$ cat src/rtl/core/ffha_ram.sv
// Generic single-write, single-read RAM with registered read data.
module ffha_ram #(
  parameter int WIDTH = 64,
  parameter int DEPTH = 64
) (
  input  logic                     clk_i,
  input  logic                     we_i,
  input  logic [$clog2(DEPTH)-1:0] waddr_i,
  input  logic [WIDTH-1:0]         wdata_i,
  input  logic [$clog2(DEPTH)-1:0] raddr_i,
  output logic [WIDTH-1:0]         rdata_o
);

  logic [WIDTH-1:0] mem_q [DEPTH];
  logic [WIDTH-1:0] rdata_q;

  always_ff @(posedge clk_i) begin
    if (we_i) begin
      mem_q[waddr_i] <= wdata_i;
    end
    rdata_q <= mem_q[raddr_i];
  end

  assign rdata_o = rdata_q;

endmodule

$ cat config.mk
export PLATFORM = sky130hd
export DESIGN_NAME = ffha_ram
export DESIGN_NICKNAME = d
export VERILOG_FILES = /design/src/rtl/core/ffha_ram.sv
export SDC_FILE = /design/constraint.sdc
export NUM_CORES = 2
export LEC_CHECK = 0
export BUFFER_PORTS_ARGS = -buffer_cell sky130_fd_sc_hd__buf_2
export CELL_PAD_IN_SITES_DETAIL_PLACEMENT = 1
export CELL_PAD_IN_SITES_GLOBAL_PLACEMENT = 2
export CORE_MARGIN = 4
export CORE_UTILIZATION = 25
export CTS_CLUSTER_DIAMETER = 30
export CTS_CLUSTER_SIZE = 30
export DETAILED_ROUTE_END_ITERATION = 10
export HOLD_SLACK_MARGIN = 0.12
export PLACE_DENSITY_LB_ADDON = 0.1
export REMOVE_ABC_BUFFERS = 1
export SLEW_MARGIN = 25
export SYNTH_ARGS = -nofsm -noshare
export SYNTH_HDL_FRONTEND = slang
export SYNTH_SLANG_ARGS = --single-unit
$ cat constraint.sdc
create_clock -name clk_i -period 7.6 [get_ports clk_i]
set_input_delay 2.28 -clock clk_i [delete_from_list [all_inputs] [get_ports clk_i]]
set_output_delay 2.28 -clock clk_i [all_outputs]
set_load 0.02 [all_outputs]
; ---- Word level (Yosys, flattened, before mapping)
; Memories as Yosys holds them, arrays and structs flattened. A register that Yosys moved wholly into a read port is not among the register bits.
; Index checks and enable logic that the tools add are counted.
[totals]
regBits = 0
ramBits = 4096
input_bits = 78
out_inout_bits = 64
wordCells = 3
n_memories = 1
[op_classes]
mux = 2
[memory_table]
columns = name, words, width, read_ports, rd_clocked_by_memory_dff, wr, line_no
row1 = mem_q, 64, 64, 1, 1, 1, 14  ; logic [WIDTH-1:0] mem_q [DEPTH];
[ops]
columns = operator, n
row1 = 1-bit 2-to-1 mux, 2

; ---- Depth between registers and ports, before layout
[depth]
ltp_word = 2
mapped_depth = 9
mapped_depth_nobuf = 5

; ---- Least setup slack after synthesis
; Ideal clock, no wire load.
[synth_timing]
path_type = input -> register
from = input waddr_i[3]
to = memory mem_q[48][0] (enable)
setup_ns = 0.564
arrival_time_ns = 7.152
required_ns = 7.036
setup_slack_ns = -0.116
path_stages = 4
n_path_buf = 1
path_cell_list = clkbuf_1 nor2b_1 nand4b_1 nor3_1
[synth_rtl]
columns = item, line_no
row1 = start: declaration, 8  ; input logic [$clog2(DEPTH)-1:0] waddr_i,
row2 = end: declaration, 14
; No word-level cell before the write port.

==> flow_summary.yaml <==
placed_design:
  place_area_mm2: 0.170
  io_buffers: 141
  routabilityCongestion: 0.721
  hpwl_um: 302000
  placed_cells: 15024
synth:
  syn_area_per_cell_um2: 23.7
  netlist_instances: 6598
  synth_cell_types: 33
  yosysWarnings: 0
  async_flop_share_pct: 0
  synth_seq_cells: 4160
  synthFlopType: "edfxtp_1"
  ys_seq_area_share_pct: 79.5
  synthesis.area_mm2: 0.156
  synth_edf_count: 4096
grt:
  grt_pass1_wl_um: 762000
  grt_pass1_vias: 88267
  grt_max_degree: 78
  grt_usage_pct: 17.5
  antenna_found_initial: 42
  gr-total-overflow: 0
floorplan:
  fp.dieH_um: 799
  io_pins: 142
  initial_core_util_pct: 25.1
  die_w_um: 799
  rows: 290
  dieArea_mm2: 0.638
  design.core.area_mm2: 0.623
routing:
  drtIter0Drc: 5955
  wl_per_cell_um: 32.7
  dr.pass1.iters: 5
  routed_wl_um: 559000
  num_vias: 79341
  drc: 0
  drt-vias-per-instance: 4.64
  ant_nets: 0
clock_tree:
  cts.sink_count: 4160
  cts_resized: 0
  cts_buffer_depth: 5
  post_cts_buffers: 0
  htreeDepth: 7
  cts_tree: "done"
  insertion_delay_ns: 1.15
  cts_buffers: 1201
  root_buffer: "clkbuf_16"
  cts_hold_buf: 0
  cts.clk_slew.worst_paths_ns: 0.05
sta:
  rsz0062_at_grt: "false"
  final.setup.tns_ns: 0
  whs_ns: 0.834
  setup_viol: 0
  relSlewSlack_pct: 28.6
  period_needed_ns: 4.63
  fin_crit_sh_pct: 60.9
  skew_ns: 0.0876
  max_slew.worst_pin.slew_ns: 1.07
  fmax_mhz: 216
  final_hold_viol_count: 0
  slew_violations: 0
worst_setup_path:
  cp-start-kind: "input pin"
  worstPathArrival_ns: 5.57
  cp.required_ns: 8.54
  crit_type: "input pin to flip-flop"
  end_kind: "flip-flop"
  path_max_fanout: 47
pwr:
  total_power_mw: 75.9
  power_density_mw_per_mm2: 363
  leakage_nw: 68.1
  max-vdd-ir-drop_mv: 0.251
finish:
  syn2layout_area_growth_pct: 33.6
  final_layout_size_suffix_gt1_share_pct: 37.8
  fin_area_mm2: 0.209
  final_cells: 17106
  nets: 7983
  fill_cells: 60718
outcome:
  status: "finished clean"
min_path:
  hold_path_class: "flip-flop to flip-flop"
job:
  cap_violations: 0
## flip-flops by register name (all words and copies together) (netlist names)
register,flops
mem_q,4096
rdata_o,64
## metal layers
| layer | GRT usage [%] | routed length [um] | up-vias |
|---|---|---|---|
| li1 | - | - | 31709 |
| met1 | 22.6 | 242000 | 44565 |
| met2 | 29.6 | 280000 | 2121 |
| met3 | 3.44 | 22900 | 940 |
| met4 | 5.54 | 13500 | 6 |
| met5 | 0 | 40 | - |
## worst max-delay path, stage by stage
cell	delay, ns
buf_8	0.38
buf_12	0.38
buf_12	0.26
buf_12	0.27
mux4_2	0.33
nor2b_1	0.15
a211oi_1	0.51
o22ai_1	0.31
and3_1	0.29
## cell families (layout without fill, tap and decap cells)
group / count (synthesis) / in the layout / synth area share, %
flops: 4160 / 4160 / 79.5
mux: 1159 / 1159 / 15.6
compound gates: 504 / 504 / 2.48
buf+inv: 389 / 2567 / 1.18
simple gates: 386 / 386 / 1.24
other cells: 0 / 8 / 0
## cells in the final DEF (no fill, tap or decap), drive strengths merged
master,count
nand3,45
a211oi,63
nand4b,1
a31oi,18
nand3b,2
a2bb2oi,19
clkinvlp,74
or3,29
dfxtp,64
nor2,112
mux4,1024
o22ai,83
nor3,2
clkinv,422
nor2b,28
nand2b,11
or2,28
a31o,1
and3,64
diode,8
a41oi,26
a22o,88
inv,37
nand2,58
edfxtp,4096
bufinv,145
or3b,1
buf,474
nand4,2
clkbuf,1415
and2,3
mux2i,135
o221ai,38
a22oi,168
## cell usage after synthesis (3+ instances only)
master / instances / area, um2
buf_4: 34 / 255
clkbuf_1: 140 / 526
a211oi_1: 63 / 473
a22o_1: 88 / 771
a41oi_1: 26 / 228
nand2b_1: 11 / 68.8
nor2_1: 112 / 420
edfxtp_1: 4096 / 123000
buf_1: 20 / 75.1
and2_1: 3 / 18.8
nand3_1: 45 / 225
o22ai_1: 83 / 519
a22oi_1: 168 / 1260
a2bb2oi_1: 19 / 166
a31oi_1: 18 / 113
and3_1: 64 / 400
or3_1: 29 / 181
mux2i_1: 135 / 1350
nand2_1: 58 / 218
inv_1: 19 / 71.3
o221ai_1: 38 / 333
dfxtp_1: 64 / 1280
buf_6: 6 / 67.6
or2_2: 28 / 175
buf_2: 170 / 851
nor2b_1: 28 / 175
mux4_2: 1024 / 23100
## power breakdown
| part | leakage [nW] | switching (mW) | internal (mW) | total [mW] |
|---|---|---|---|---|
| sequential | 37.4 | 0.103 | 25.5 | 25.6 |
| clock | 18.8 | 13.9 | 34.0 | 47.8 |
| combinational | 11.9 | 1.56 | 0.833 | 2.40 |
## worst paths after layout
kind                                         startpoint                   to  slack, ns  cells past startpoint
worst max-delay path                         raddr_i[1]  rdata_o[32]$_DFF_P_       2.97                      9
worst min-delay path             mem_q[47][0]$_DFFE_PP_   rdata_o[0]$_DFF_P_       0.83                      4
worst max register to register  mem_q[10][32]$_DFFE_PP_  rdata_o[32]$_DFF_P_       5.35                      5
worst min register to register   mem_q[47][0]$_DFFE_PP_   rdata_o[0]$_DFF_P_       0.83                      4
## metrics by stage
| stage | util [%] | setup WS (ns) |
|---|---|---|
| 2_1_floorplan | - | 0.0203 |
| 3_3_place_gp | 27.3 | 1.79 |
| 3_5_place_dp | 27.3 | 1.82 |
| 4_1_cts | 33.5 | 3.04 |
| 5_1_grt | 33.5 | 2.89 |
| 6_report | 33.5 | 2.97 |
## cell type report
type	instances	area [um2]	share of cell area, %
Sequential cell	4160	124000	59.5
Clock buffer	1415	31600	15.1
Multi-Input combinational cell	2049	30800	14.7
Tap cell	8322	10400	4.99
Clock inverter	659	7120	3.41
Timing Repair Buffer	474	4610	2.21
Inverter	19	71.3	0.0341
Antenna cell	8	20.0	0.00958
(Power assumes the default switching activity.)
